File: src/c3f_pkg.sv
package c3f_pkg;

  localparam int PIX_W      = 8;
  localparam int POS_W      = 11;
  localparam int SIZE_W     = 12;
  localparam int COEF_W     = 16;
  localparam int ROWREG_W   = 3 * COEF_W;
  localparam int TAPS       = 9;
  localparam int MAX_HEIGHT = 2048;
  localparam int MIN_SIZE   = 3;
  localparam int Q_DEPTH    = 4;
  localparam int OUT_DEPTH  = 4;

  // products of an unsigned pixel and a signed coefficient, then sums of three
  localparam int PROD_W = PIX_W + 1 + COEF_W;
  localparam int ROW_W  = PROD_W + 2;
  localparam int SUM_W  = ROW_W + 2;

  localparam int CFG_IDX_W = 3;
  typedef enum logic [CFG_IDX_W-1:0] {
    REG_WIDTH  = 3'd0,
    REG_HEIGHT = 3'd1,
    REG_COEF_T = 3'd2,
    REG_COEF_M = 3'd3,
    REG_COEF_B = 3'd4
  } cfg_reg_t;

  localparam logic [SIZE_W-1:0]   WIDTH_RST  = 12'd640;
  localparam logic [SIZE_W-1:0]   HEIGHT_RST = 12'd480;
  localparam logic [ROWREG_W-1:0] COEF_T_RST = 48'hFF00_FF00_FF00;
  localparam logic [ROWREG_W-1:0] COEF_M_RST = 48'hFF00_0800_FF00;
  localparam logic [ROWREG_W-1:0] COEF_B_RST = 48'hFF00_FF00_FF00;

  typedef logic [TAPS-1:0][PIX_W-1:0] win_t;
  typedef logic [2:0][ROWREG_W-1:0]   coef_t;

  // one interior pixel on its way from the front to the back
  typedef struct packed {
    win_t             win;
    logic [POS_W-1:0] row;
    logic [POS_W-1:0] col;
    logic             done;
  } job_t;

  typedef struct packed {
    logic [PIX_W-1:0] pix;
    logic [POS_W-1:0] row;
    logic [POS_W-1:0] col;
    logic             done;
  } res_t;

  // coefficient k of a row register, left one in the high bits
  function automatic logic signed [COEF_W-1:0] coef_of(input logic [ROWREG_W-1:0] rowreg,
                                                       input int unsigned k);
    logic signed [COEF_W-1:0] v;
    v = rowreg[ROWREG_W-1-COEF_W*k -: COEF_W];
    return v;
  endfunction

endpackage

File: src/c3f_fifo.sv
module c3f_fifo
  import c3f_pkg::*;
#(
  parameter type T     = logic,
  parameter int  DEPTH = 4
) (
  input  logic                       clk,
  input  logic                       rst,
  input  logic                       wr_en,
  input  T                           wr_data,
  input  logic                       rd_en,
  output T                           rd_data,
  output logic                       empty,
  output logic [$clog2(DEPTH+1)-1:0] count
);

  localparam int PW = (DEPTH > 1) ? $clog2(DEPTH) : 1;
  localparam int CW = $clog2(DEPTH + 1);

  T                slots [DEPTH];
  logic [PW-1:0]   wr_ptr;
  logic [PW-1:0]   rd_ptr;
  logic            do_rd;

  assign empty   = (count == '0);
  assign do_rd   = rd_en && !empty;
  assign rd_data = slots[rd_ptr];

  always_ff @(posedge clk) begin
    if (wr_en) begin
      slots[wr_ptr] <= wr_data;
    end
  end

  always_ff @(posedge clk) begin
    if (rst) begin
      wr_ptr <= '0;
      rd_ptr <= '0;
      count  <= '0;
    end else begin
      if (wr_en) begin
        wr_ptr <= (wr_ptr == PW'(DEPTH - 1)) ? '0 : wr_ptr + 1'b1;
      end
      if (do_rd) begin
        rd_ptr <= (rd_ptr == PW'(DEPTH - 1)) ? '0 : rd_ptr + 1'b1;
      end
      if (wr_en && !do_rd) begin
        count <= count + CW'(1);
      end else if (!wr_en && do_rd) begin
        count <= count - CW'(1);
      end
    end
  end

endmodule

File: config.mk
export PLATFORM = sky130hd
export DESIGN_NAME = c3f_fifo
export DESIGN_NICKNAME = d
export VERILOG_FILES = /design/src/c3f_pkg.sv /design/src/c3f_fifo.sv
export SDC_FILE = /design/constraint.sdc
export NUM_CORES = 1
export LEC_CHECK = 0
export BUFFER_PORTS_ARGS = -buffer_cell sky130_fd_sc_hd__buf_2
export CAP_MARGIN = 20
export CORE_MARGIN = 10
export CORE_UTILIZATION = 34
export CTS_CLUSTER_DIAMETER = 60
export CTS_CLUSTER_SIZE = 12
export DETAILED_ROUTE_END_ITERATION = 7
export HOLD_SLACK_MARGIN = 0.12
export PLACE_DENSITY = 0.6
export REMOVE_ABC_BUFFERS = 1
export SYNTH_ARGS = -nofsm -noshare
export SYNTH_HDL_FRONTEND = slang
export SYNTH_SLANG_ARGS = --single-unit
File: constraint.sdc
create_clock -name clk -period 2.46 [get_ports clk]
set_clock_uncertainty 0.05 [all_clocks]
set_input_delay 0.369 -clock clk [delete_from_list [all_inputs] [get_ports clk]]
set_output_delay 0.369 -clock clk [all_outputs]
set_load 0.02 [all_outputs]
# Yosys cells after proc, flatten, opt, wreduce, memory -nomap -nowiden
# Memory sizes are Yosys's and may differ from the RTL's. A register that Yosys moved wholly into a read port is not among the register bits.
# Cells that the tools add are included.
[word_totals] out_inout_bits=5 inputBits=5 memories=1 wordCells=26 reg_bits=7 ramBits=4
[classes] n_addsub=4 n_eq_ne=2 mux=8 reduce_logical=8
[mem_list] name="slots" words=4 word_bits=1 read_ports=1 rd_clocked_by_memory_dff=1 wr=1 line="c3f_fifo.sv:20" text="T slots [DEPTH];"
[op_table] operator="2-to-1 mux 2 bit" n=4
[op_table] operator="2-to-1 mux 3 bit" n=2
[op_table] operator="adder 2 x 1 -> 2 bit (second input constant)" n=2
[op_table] operator="equality test 2 bit (second input constant)" n=2
[op_table] operator="adder 3 x 1 -> 3 bit (second input constant)" n=1
[op_table] operator="logical AND 1 bit" n=3
[op_table] operator="logical NOT 1 bit" n=3
[op_table] operator="logical NOT 3 bit" n=1
[op_table] operator="subtractor 3 x 1 -> 3 bit (second input constant)" n=1
[op_table] operator="2-to-1 mux 1 bit" n=2
[op_table] operator="nonzero test 2 bit" n=1

# Depth between registers and ports, before layout
[logic_depth] ltp_word=6 ltp_mapped=7 mapped_depth_nobuf=7

# Worst setup path after synthesis
# Ideal clock, no wire load.
[synth_path] path_type="reg2reg" from="register count[0]" to="register count[2]" arrival_ns=1.925 setup_time_ns=0.070 synth_period_minus_slack_ns=2.045 stages_incl_launch_ff=8 path_slack_ns=0.415 cell_sequence="dfxtp_1 -> o31ai_4 -> ha_1 -> inv_1 -> fa_1 -> xor2_1 -> or3_1 -> a21oi_1"
[synth_via] elab_chain_len=6 elab_cells_between_ends=11
[synth_rtl] element="from (decl)" line="c3f_fifo.sv:14" text="output logic [$clog2(DEPTH+1)-1:0] count"
[synth_rtl] element="from (signal assigned)" line="c3f_fifo.sv:48" text="count <= count + CW'(1);"
[synth_rtl] element="from (signal assigned)" line="c3f_fifo.sv:50" text="count <= count - CW'(1);"
[synth_rtl] element="branches (longest 6 deep; another with subtractor 3 x 1 -> 3 bit)"
# Several ways; the timed one is not identified. The select of a mux whose other input is x is not followed.
# A chain may end at the register's enable or synchronous reset.

# Worst setup path after layout
# Ends and elaborated chain as after synthesis.

==> reports/results.ini <==
[outcome]
status=completed

[clock_network]
postCtsSetupBuffers=0
ctsHoldBuffers=0
cts_sinks=13
cts_tree=done
clockBufferDepth=2
cts-root-buf=clkbuf_4
post_cts_resized=0
cts.htree.levels=1
clk_pin_slew_worst_paths_ns=0.08
insertion_delay_ns=0.28
cts_buffers=3

[global_route]
grt_max_degree=8
globalRouteTotalUtil_pct=5.56
grt_first_pass_wirelength_microns=1480
grt.overflow.total=0
grt_pass1_vias=368
grt_antenna_before_repair=0

[setup_path]
setup.worst_path.end_class=flop
cp.arrival_ns=2.22
cp_max_fo=5
reg2reg_slack_ns=0.40
r2r-end=count[2]$_SDFFE_PP0P_
r2r-start=count[0]$_SDFFE_PP0P_
worst-setup-path-type=reg2reg
cp-start-kind=flop
worstPathRequired_ns=2.62
reg2regPathDepth=7

[detailed_routing]
drt-vias-per-instance=4.86
drt_first_pass_iters=1
drc=0
first_iter_violations=0
dr_total_vias=379
ant_nets=0
post_drt_wl_per_cell_microns=11.5
drt-total-wl_microns=898

[sta]
fin_tns_setup_ns=0
relSlewSlack_pct=82.3
worst_slew_pin_slew_ns=0.265
hold_viol=0
max_freq_ghz=0.487
setup_viol=0
drv_slew=0
fin_crit_ns=2.06
min_period_over_period_pct=83.5
rsz0062_at_grt=false

[synth]
ys_types=17
synth_top_area_cell=dfxtp_1
ys.flop_type=dfxtp_1
syn_area_sq_um=596
async_flop_share_pct=0
synth-seq-cells=13
synthTopCellsByCount=dfxtp_1 (9), ha_1 (6), nor2_1 (6)
synth_enable_flop_cells=4
synthCells=48
synthDominantCellAreaShare_pct=30.3
yosys.cell_count.top_type=dfxtp_1
yosys-top-cells-area=dfxtp_1 (30%), edfxtp_1 (20%), ha_1 (13%)
syn_avg_cell_area_sq_um=12.4
synth_warnings=0
ys_seq_area_share_pct=50.4

[power_and_ir_drop]
pwr-share-clk_pct=19.8
sequentialPowerShare_pct=46.3
vdd_drop_max_mv=0.328
power_frac_comb_pct=33.9
net-switching-power_uw=235
p_per_area_mw_per_mm2=965
sw_frac_of_total_pct=35.5
p_leak_uw=0.000306
internal_power_uw=429

[cells_and_area]
seqCellArea_sq_um=300
fillers=175
multi_input_area_sq_um=284
final_nets=74
design_area_sq_um=688
antenna_cells=0
drive_gt1_share_pct=24.6
synthToLayoutAreaGrowth_pct=15.5

[placement]
gp_congestion=0.697
numPortBuffers=9
hpwl_microns=698
placed_area_sq_um=662

[min_path]
hold_depth=1
min_from=wr_data
holdPathEnd=slots[0]$_DFFE_PP_
hp-class=in2reg

[floorplan]
rows=15
die_y_microns=61.9
io_pins=10
core_area_sq_mm=0.00169
die-area_sq_mm=0.00383
initial_utilization_pct=35.3
dieWidth_microns=61.9

[run]
maxCapViolCount=0

-- critical path, stage by stage, from the launching register on --
cell and delay, ns:
dfxtp_1 0.38, o31ai_4 0.31, ha_1 0.23, inv_1 0.06, fa_1 0.37, xor2_1 0.16, or3_1 0.30, a21oi_1 0.13
-- metrics by stage --
stage          std cells  utilization, %  hold WS (ns)  setup slack (ns)  power [uW]
6_report              78            40.7         0.257             0.405         664
5_1_grt               78            40.7         0.259             0.232         719
4_1_cts               78            40.7         0.254             0.388         678
3_5_place_dp          74            39.2         0.443             0.425         542
3_3_place_gp          74            39.2         0.436             0.425         538
2_1_floorplan         48               -         0.386             0.415         478
-- cells by family after synthesis --
group | count (synthesis) | share of synthesized area (%)
XOR/XNOR | 2 | 2.94
adder cells (fa/ha/maj) | 7 | 16.0
AO/OA/AOI/OAI | 4 | 6.72
multiplexers | 5 | 10.5
AND/OR/NAND/NOR | 14 | 11.6
flip-flops | 13 | 50.4
buffers and inverters | 3 | 1.89
-- area by class of cell --
type,instances,area share [%]
inverters,3,1.64
multi-input cells,32,41.3
clock buffers,4,3.82
well taps,17,3.09
flip-flops and latches,13,43.6
repair buffers,9,6.55
-- routing by layer --
metal / track usage, % / wire length (microns)
met1: 5.61 / 382
met4: 7.64 / 60
met5: 0 / 0
met2: 7.91 / 408
met3: 1.63 / 46
-- how the worst max path moves through the flow --
| stage | from | end | slack [ns] | depth (start not counted) |
|---|---|---|---|---|
| CTS | count[0]$_SDFFE_PP0P_ | count[2]$_SDFFE_PP0P_ | 0.39 | 7 |
| global route | count[0]$_SDFFE_PP0P_ | count[2]$_SDFFE_PP0P_ | 0.23 | 7 |
| global placement | count[0]$_SDFFE_PP0P_ | count[2]$_SDFFE_PP0P_ | 0.43 | 7 |
| detailed placement | count[0]$_SDFFE_PP0P_ | count[2]$_SDFFE_PP0P_ | 0.42 | 7 |
| finish | count[0]$_SDFFE_PP0P_ | count[2]$_SDFFE_PP0P_ | 0.40 | 7 |
| floorplan | count[0]$_SDFFE_PP0P_ | count[2]$_SDFFE_PP0P_ | 0.42 | 7 |
-- power groups by stage --
stage                     Sequential [uW]  Combinational (uW)  Clock (uW)
after floorplan                       328                 150           0
after global placement                312                 226           0
after detailed placement              314                 229           0
after CTS                             309                 231         138
after global routing                  315                 259         145
final                                 307                 225         131
-- placed cells by master (no fill, tap or decap), drive strengths merged --
master / n
clkbuf: 4
mux4: 1
buf: 9
or3: 2
ha: 6
mux2i: 4
nor2: 6
nand2: 1
fa: 1
xor2: 2
and2: 4
dfxtp: 9
nor3: 1
a21oi: 2
o21ai: 1
edfxtp: 4
o31ai: 1
inv: 3
Note: power is estimated with default switching activity, not from simulation.
