--- config.mk ---
export PLATFORM = sky130hd
export DESIGN_NAME = c3f_back
export DESIGN_NICKNAME = d
export VERILOG_FILES = /design/src/c3f_pkg.sv /design/src/c3f_fifo.sv /design/src/c3f_back.sv
export SDC_FILE = /design/constraint.sdc
export NUM_CORES = 2
export LEC_CHECK = 0
export BUFFER_PORTS_ARGS = -buffer_cell sky130_fd_sc_hd__buf_2
export CORE_MARGIN = 2
export CORE_UTILIZATION = 67
export CTS_BUF_LIST = sky130_fd_sc_hd__clkbuf_8
export DETAILED_ROUTE_END_ITERATION = 10
export PLACE_DENSITY = 0.85
export RECOVER_POWER = 100
export SLEW_MARGIN = 30
export SYNTH_ARGS = -nofsm -noshare
export SYNTH_HDL_FRONTEND = slang
export SYNTH_HIERARCHICAL = 1
export SYNTH_SLANG_ARGS = --single-unit
--- constraint.sdc ---
create_clock -name clk -period 69.5 [get_ports clk]
set_clock_uncertainty 0.15 [all_clocks]
set_input_delay 13.9 -clock clk [delete_from_list [all_inputs] [get_ports clk]]
set_output_delay 13.9 -clock clk [all_outputs]
set_load 0.05 [all_outputs]
--- src/c3f_pkg.sv ---
package c3f_pkg;

  localparam int PIX_W      = 8;
  localparam int POS_W      = 11;
  localparam int SIZE_W     = 12;
  localparam int COEF_W     = 16;
  localparam int ROWREG_W   = 3 * COEF_W;
  localparam int TAPS       = 9;
  localparam int MAX_HEIGHT = 2048;
  localparam int MIN_SIZE   = 3;
  localparam int Q_DEPTH    = 4;
  localparam int OUT_DEPTH  = 4;

  // products of an unsigned pixel and a signed coefficient, then sums of three
  localparam int PROD_W = PIX_W + 1 + COEF_W;
  localparam int ROW_W  = PROD_W + 2;
  localparam int SUM_W  = ROW_W + 2;

  localparam int CFG_IDX_W = 3;
  typedef enum logic [CFG_IDX_W-1:0] {
    REG_WIDTH  = 3'd0,
    REG_HEIGHT = 3'd1,
    REG_COEF_T = 3'd2,
    REG_COEF_M = 3'd3,
    REG_COEF_B = 3'd4
  } cfg_reg_t;

  localparam logic [SIZE_W-1:0]   WIDTH_RST  = 12'd640;
  localparam logic [SIZE_W-1:0]   HEIGHT_RST = 12'd480;
  localparam logic [ROWREG_W-1:0] COEF_T_RST = 48'hFF00_FF00_FF00;
  localparam logic [ROWREG_W-1:0] COEF_M_RST = 48'hFF00_0800_FF00;
  localparam logic [ROWREG_W-1:0] COEF_B_RST = 48'hFF00_FF00_FF00;

  typedef logic [TAPS-1:0][PIX_W-1:0] win_t;
  typedef logic [2:0][ROWREG_W-1:0]   coef_t;

  // one interior pixel on its way from the front to the back
  typedef struct packed {
    win_t             win;
    logic [POS_W-1:0] row;
    logic [POS_W-1:0] col;
    logic             done;
  } job_t;

  typedef struct packed {
    logic [PIX_W-1:0] pix;
    logic [POS_W-1:0] row;
    logic [POS_W-1:0] col;
    logic             done;
  } res_t;

  // coefficient k of a row register, left one in the high bits
  function automatic logic signed [COEF_W-1:0] coef_of(input logic [ROWREG_W-1:0] rowreg,
                                                       input int unsigned k);
    logic signed [COEF_W-1:0] v;
    v = rowreg[ROWREG_W-1-COEF_W*k -: COEF_W];
    return v;
  endfunction

endpackage

--- src/c3f_fifo.sv ---
module c3f_fifo
  import c3f_pkg::*;
#(
  parameter type T     = logic,
  parameter int  DEPTH = 4
) (
  input  logic                       clk,
  input  logic                       rst,
  input  logic                       wr_en,
  input  T                           wr_data,
  input  logic                       rd_en,
  output T                           rd_data,
  output logic                       empty,
  output logic [$clog2(DEPTH+1)-1:0] count
);

  localparam int PW = (DEPTH > 1) ? $clog2(DEPTH) : 1;
  localparam int CW = $clog2(DEPTH + 1);

  T                slots [DEPTH];
  logic [PW-1:0]   wr_ptr;
  logic [PW-1:0]   rd_ptr;
  logic            do_rd;

  assign empty   = (count == '0);
  assign do_rd   = rd_en && !empty;
  assign rd_data = slots[rd_ptr];

  always_ff @(posedge clk) begin
    if (wr_en) begin
      slots[wr_ptr] <= wr_data;
    end
  end

  always_ff @(posedge clk) begin
    if (rst) begin
      wr_ptr <= '0;
      rd_ptr <= '0;
      count  <= '0;
    end else begin
      if (wr_en) begin
        wr_ptr <= (wr_ptr == PW'(DEPTH - 1)) ? '0 : wr_ptr + 1'b1;
      end
      if (do_rd) begin
        rd_ptr <= (rd_ptr == PW'(DEPTH - 1)) ? '0 : rd_ptr + 1'b1;
      end
      if (wr_en && !do_rd) begin
        count <= count + CW'(1);
      end else if (!wr_en && do_rd) begin
        count <= count - CW'(1);
      end
    end
  end

endmodule

--- src/c3f_back.sv ---
module c3f_back
  import c3f_pkg::*;
#(
  parameter int COEF_FRAC_BITS = 8
) (
  input  logic             clk,
  input  logic             rst,
  input  coef_t            coef,
  input  logic             q_empty,
  input  job_t             q_job,
  output logic             q_pop,
  input  logic             pop,
  output logic             empty,
  output res_t             res
);

  localparam int CNT_W = $clog2(OUT_DEPTH + 1);

  logic                           b1_valid;
  logic signed [PROD_W-1:0]       prod [TAPS];
  logic [POS_W-1:0]               b1_row;
  logic [POS_W-1:0]               b1_col;
  logic                           b1_done;

  logic                           b2_valid;
  logic signed [ROW_W-1:0]        rsum [3];
  logic [POS_W-1:0]               b2_row;
  logic [POS_W-1:0]               b2_col;
  logic                           b2_done;

  logic signed [SUM_W-1:0]        total;
  logic [SUM_W-2:0]               shifted;
  res_t                           fin;
  logic [CNT_W-1:0]               out_count;

  // issue only when the output queue has a slot for everything in flight
  assign q_pop = !q_empty &&
                 ((int'(out_count) + int'(b1_valid) + int'(b2_valid)) < OUT_DEPTH);

  always_ff @(posedge clk) begin
    if (rst) begin
      b1_valid <= 1'b0;
      b2_valid <= 1'b0;
    end else begin
      b1_valid <= q_pop;
      b2_valid <= b1_valid;
    end
  end

  always_ff @(posedge clk) begin
    if (q_pop) begin
      for (int t = 0; t < TAPS; t++) begin
        prod[t] <= $signed({1'b0, q_job.win[t]}) * coef_of(coef[t/3], t % 3);
      end
      b1_row  <= q_job.row;
      b1_col  <= q_job.col;
      b1_done <= q_job.done;
    end
    if (b1_valid) begin
      for (int i = 0; i < 3; i++) begin
        rsum[i] <= ROW_W'(prod[i*3]) + ROW_W'(prod[i*3+1]) + ROW_W'(prod[i*3+2]);
      end
      b2_row  <= b1_row;
      b2_col  <= b1_col;
      b2_done <= b1_done;
    end
  end

  assign total   = SUM_W'(rsum[0]) + SUM_W'(rsum[1]) + SUM_W'(rsum[2]);
  assign shifted = total[SUM_W-2:0] >> COEF_FRAC_BITS;

  always_comb begin
    if (total[SUM_W-1]) begin
      fin.pix = '0;
    end else if (shifted > (SUM_W-1)'(255)) begin
      fin.pix = '1;
    end else begin
      fin.pix = shifted[PIX_W-1:0];
    end
    fin.row  = b2_row;
    fin.col  = b2_col;
    fin.done = b2_done;
  end

  c3f_fifo #(
    .T     (res_t),
    .DEPTH (OUT_DEPTH)
  ) u_out_q (
    .clk     (clk),
    .rst     (rst),
    .wr_en   (b2_valid),
    .wr_data (fin),
    .rd_en   (pop),
    .rd_data (res),
    .empty   (empty),
    .count   (out_count)
  );

`ifndef SYNTHESIS
  a_out_room: assert property (@(posedge clk) disable iff (rst)
    b2_valid |-> (int'(out_count) < OUT_DEPTH))
    else $error("result word written into a full output queue");
  a_pipe: assert property (@(posedge clk) disable iff (rst)
    q_pop |=> ##1 b2_valid)
    else $error("issued word lost in the multiply-add pipe");
`endif

endmodule

# After elaboration in Yosys (flattened, before gate mapping)

Memory sizes are Yosys's and may differ from the RTL's. A register that Yosys moved wholly into a read port is not among the register bits.
Index checks and enable logic that the tools add are counted.

Add/subtract/negate cells: 14
Eq/ne operators: 2
$lt $le $gt $ge: 2
Reduce and logical (&&, ||, !) cells: 10
$mul: 9
Multiplexer cells: 14

Operator list:

| kind                | number |
|---|---|
| $mul 9x16->25       | 9 |
| $add 26x25->27      | 3 |
| $add 25x25->26      | 3 |
| $add 28x27->29      | 1 |
| $add 27x27->28      | 1 |
| $gt 20x8->1 const B | 1 |
| $mux 8              | 2 |
| $mux 2              | 4 |
| $mux 1              | 6 |
| $mux 3              | 2 |
| $add 4x1->5         | 1 |
| $lt 5x3->1 const B  | 1 |
| $add 2x1->2 const B | 2 |
| $add 3x1->4         | 1 |
| $eq 2x2->1 const B  | 2 |
| $logic_and 1x1->1   | 4 |
| $logic_not 1->1     | 4 |
| $add 3x1->3 const B | 1 |
| $logic_not 3->1     | 1 |
| $sub 3x1->3 const B | 1 |
| $reduce_bool 2->1   | 1 |

Flip-flop bits (word level): 55
Bits of input ports: 243
Word-level logic and storage cells: 65
Memories kept: 3
Output and inout bits: 33
Memory bits (writable): 430

Memories:

| memory        | depth | width | rd ports | clocked after memory_dff | wr ports | line           | RTL |
|---|---|---|---|---|---|---|---|
| prod          | 9     | 25    | 9        | 0                        | 9        | c3f_back.sv:20 | `logic signed [PROD_W-1:0] prod [TAPS];` |
| u_out_q.slots | 4     | 31    | 1        | 1                        | 1        | c3f_fifo.sv:20 | `T slots [DEPTH];` |
| rsum          | 3     | 27    | 3        | 0                        | 3        | c3f_back.sv:26 | `logic signed [ROW_W-1:0] rsum [3];` |

# Depth between registers and ports, before layout

Depth after elaboration: 6
Gate-level depth with buffers: 22
Mapped depth without buffers: 21

# Hierarchy

Netlist, hierarchy kept.

By module, submodules not included:

| module   | cells each | seq. area each (um^2) | instances | area each (um^2) |
|---|---|---|---|---|
| c3f_back | 5881       | 10610.2               | 1         | 57870.5 |
| c3f_fifo | 205        | 3903.7                | 1         | 4926.0 |

# Least setup slack after synthesis

Ideal clock, no wire load.

Kind: input port to output port
From: in q_empty
To: out q_pop
Arrival: 32.971 ns
Stages: 1
Slack: 22.479 ns
Buffers on the path: 0
Path through: a211oi_1

Word-level cells in the longest chain between the ends: 2

Ends and longest elaborated chain:

| what              | line           | RTL |
|---|---|---|
| start, declared   | c3f_back.sv:9  | `input logic q_empty,` |
| $logic_not 1->1   | c3f_back.sv:37 | `assign q_pop = !q_empty &&` |
| $logic_and 1x1->1 | c3f_back.sv:37 |  |
| end, declared     | c3f_back.sv:11 | `output logic q_pop,` |

Every way passes these cells.

# Worst setup path in the final report

Same ends and word-level chain as after synthesis.

==> run summary <==
Outcome: finished with violations
Failing checks: max-capacitance violations, max-slew violations
Final net count: 8,200
Post-synthesis register bit count: 487
Slew HR: -433%
Leading area contributor after synthesis: fa_1
Port Buffers: 275
FP Rows: 112
Final period util: 44.4%
Avg Inst Size Synth: 10.3 µm²
Crit start category: input pin
Leading post-synthesis cells by cell area: fa_1 33%, edfxtp_1 23%, ha_1 11%, inv_1 8.6%, and2_1 7.1%
Clock share of power: 8.0%
Initial Utilization: 67.5%
Maximum net fanout on the critical path: 43
Core area: 93,000 µm²
Mapped Cells: 6,086
Synth top area share: 32.6%
Distinct cell type count after synthesis: 70
Final Setup Violations: 0
First-pass GRT wire length: 225,000 µm
Combinational share of power: 72.4%
EDFF count, synth: 476
CTS Buffer Depth: 3
Min Tclk post-route: 30.87 ns
Crit path to: q_pop
Mapped Nets: 7,911
Largest net degree at the start of global routing: 146
Post-synth ARST share: 0%
Ports: 276
Setup crit end kind: output pin
Post-layout util: 72.1%
Seq/Total Area, Yosys: 23.1%
Antenna violations before repair: 21
Chip width: 310 µm
RSZ-0062 raised after global routing: false
Critical Path Source: q_empty
Most used DFF post-synth: edfxtp_1
R2R Path End: prod[0][199]
Fill cells: 6,619
Die Height: 310 µm
CTS Root Cell: clkbuf_8
Drt total wl: 134,000 µm
Number of global-route vias before repair: 46,500
Clock Latency Late Sink: 0.72 ns
Setup tns final: 0 ns
CTS tree: yes
Area delta synth->final: 6.85%
DP HPWL: 107,000 µm
DR vias/cell: 5.57
Critical path type: in -> out
Synth warnings: 6
Total Power: 3.46 mW
Switch share: 48.2%
H-tree Lvls: 3
Die area: 96,200 µm²
Pleak: 32.6 nW
First-pass DRT Iterations: 8
P_int: 1.80 mW
Drt initial violations: 2,729
Maximum vdd drop: 47.1 µV
Avg WL per Cell: 17.3 µm
Gr ovfl total: 0
DRC viols: 0
Gr usage total: 29.4%
Flop pwr share: 19.7%
Crit Reg-Reg Startpoint: b1_valid
CP Data Arrival Time: 16.82 ns
GPL Wtd Cong: 0.908
Fin. max-slew vios: 368
Max-cap violations: 5
Mapped Area: 62,800 µm²
Top-count cell post-synth: inv_1
Synth cell count leaders: 1,433 x inv_1, 1,023 x fa_1, 714 x and2_1
Via Count: 42,900
# clock sinks: 487
Antenna-violating nets left: 0
Post-CTS Setup Bufs: 0
R2R cell count: 4
TritonCTS Buffers: 82
CP Data Required Time: 55.45 ns
Power Density: 51.6 nW/µm²
Hold_buf cts: 0
Slew @ Worst Pin: 8.00 ns
Cts repair resizes: 0
Layout cell share with drive strength beyond 1: 6.04%
Worst reg-to-reg setup slack: 59.38 ns
Clock transition at path regs: 0.06 ns
Fmax: 32.4 MHz
Switch Pwr: 1.67 mW
Hold crit path type: reg -> reg
Fin Hold WS: 0.271 ns
Fin. Hold Viols: 0
==> cells by family (layout without fill, tap and decap cells) <==
group | Yosys count | in the layout | synth area share [%]
and+or+nand+nor | 1667 | 1667 | 13.7
adders and majority gates | 1582 | 1582 | 43.8
buffers and inverters | 1512 | 1866 | 9.08
AOI/OAI and AO/OA | 537 | 537 | 5.50
DFF | 487 | 487 | 23.1
xor gates and xnor gates | 265 | 265 | 3.70
muxes | 36 | 36 | 1.20
other | 0 | 10 | 0
==> critical path, stage by stage <==
cell and delay, ns:
buf_2 0.10, a211oi_1 0.23, clkbuf_1 2.02, clkbuf_1 0.56
==> area by class of cell <==
class                           instances  area [µm²]  area share [%]
Timing Repair Buffer                  284        1340            2.00
Multi-Input combinational cell       4087       42500            63.4
Antenna cell                           10        25.0          0.0373
Tap cell                             1254        1570            2.34
Sequential cell                       487       14500            21.6
Inverter                             1433        5380            8.02
Clock buffer                           82        1130            1.68
Clock inverter                         67         608           0.906
==> per-stage QoR <==
step	area, µm²	worst slack, ns	cells
floorplan	62800	22.48	6086
finish	67100	38.63	7704
detailed placement	65500	40.24	7545
global route	67100	38.51	7701
CTS	67300	40.25	7694
global placement	65500	40.26	7545
==> layout by cell type, fill, tap and decap left out, types with 18 or more instances in the layout <==
cell and n:
nor3_1 56, and2_1 701, a21oi_1 162, o21a_1 43, mux4_2 30, inv_1 1449, fa_1 1023, nand2_1 544
o21ai_0 115, nand3_1 39, xor2_1 57, o21bai_1 20, nand2b_1 39, buf_2 219, clkbuf_8 82, nor2_1 162
a21o_1 61, clkbuf_1 65, a211oi_1 18, xnor2_1 208, nor2b_1 34, ha_1 559, a31oi_1 26, edfxtp_1 476
==> power groups by stage <==
stage          Combinational, mW  Clock [mW]  Sequential, mW
3_3_place_gp                2.39           0           0.678
5_1_grt                     2.82       0.292           0.693
2_1_floorplan               1.86           0           0.675
6_report                    2.51       0.276           0.682
3_5_place_dp                2.48           0           0.679
4_1_cts                     2.52       0.280           0.676
==> routing by layer <==
metal	share of wire (%)	global-route usage, %	up-vias	wire, µm
li1	-	-	19500	-
met1	40	37.0	21700	52800
met2	51	51.6	1327	68400
met3	6.1	5.13	322	8140
met4	3.0	9.55	24	4000
met5	0.11	0	-	150
==> flip-flops by register name (all words and copies together) (netlist names), named ones only <==
signal and count:
b1_col 11, b1_done 1, b1_row 11, b1_valid 1, b2_col 11, b2_done 1
b2_row 11, b2_valid 1, prod 225, rsum 81, u_out_q/count 3, u_out_q/rd_ptr 2
u_out_q/slots 124, u_out_q/wr_ptr 2
==> worst min path at each step <==
stage | cells after the start | from | slack, ns | to
3_3_place_gp | 0 | b1_row[7] | 0.25 | b2_row[7]
2_1_floorplan | 0 | b1_col[0] | 0.25 | b2_col[0]
5_1_grt | 0 | b1_col[0] | 0.28 | b2_col[0]
6_report | 0 | b1_done | 0.27 | b2_done
4_1_cts | 0 | b1_done | 0.27 | b2_done
3_5_place_dp | 0 | b1_col[4] | 0.26 | b2_col[4]
Power figures use the tool's default switching activity.
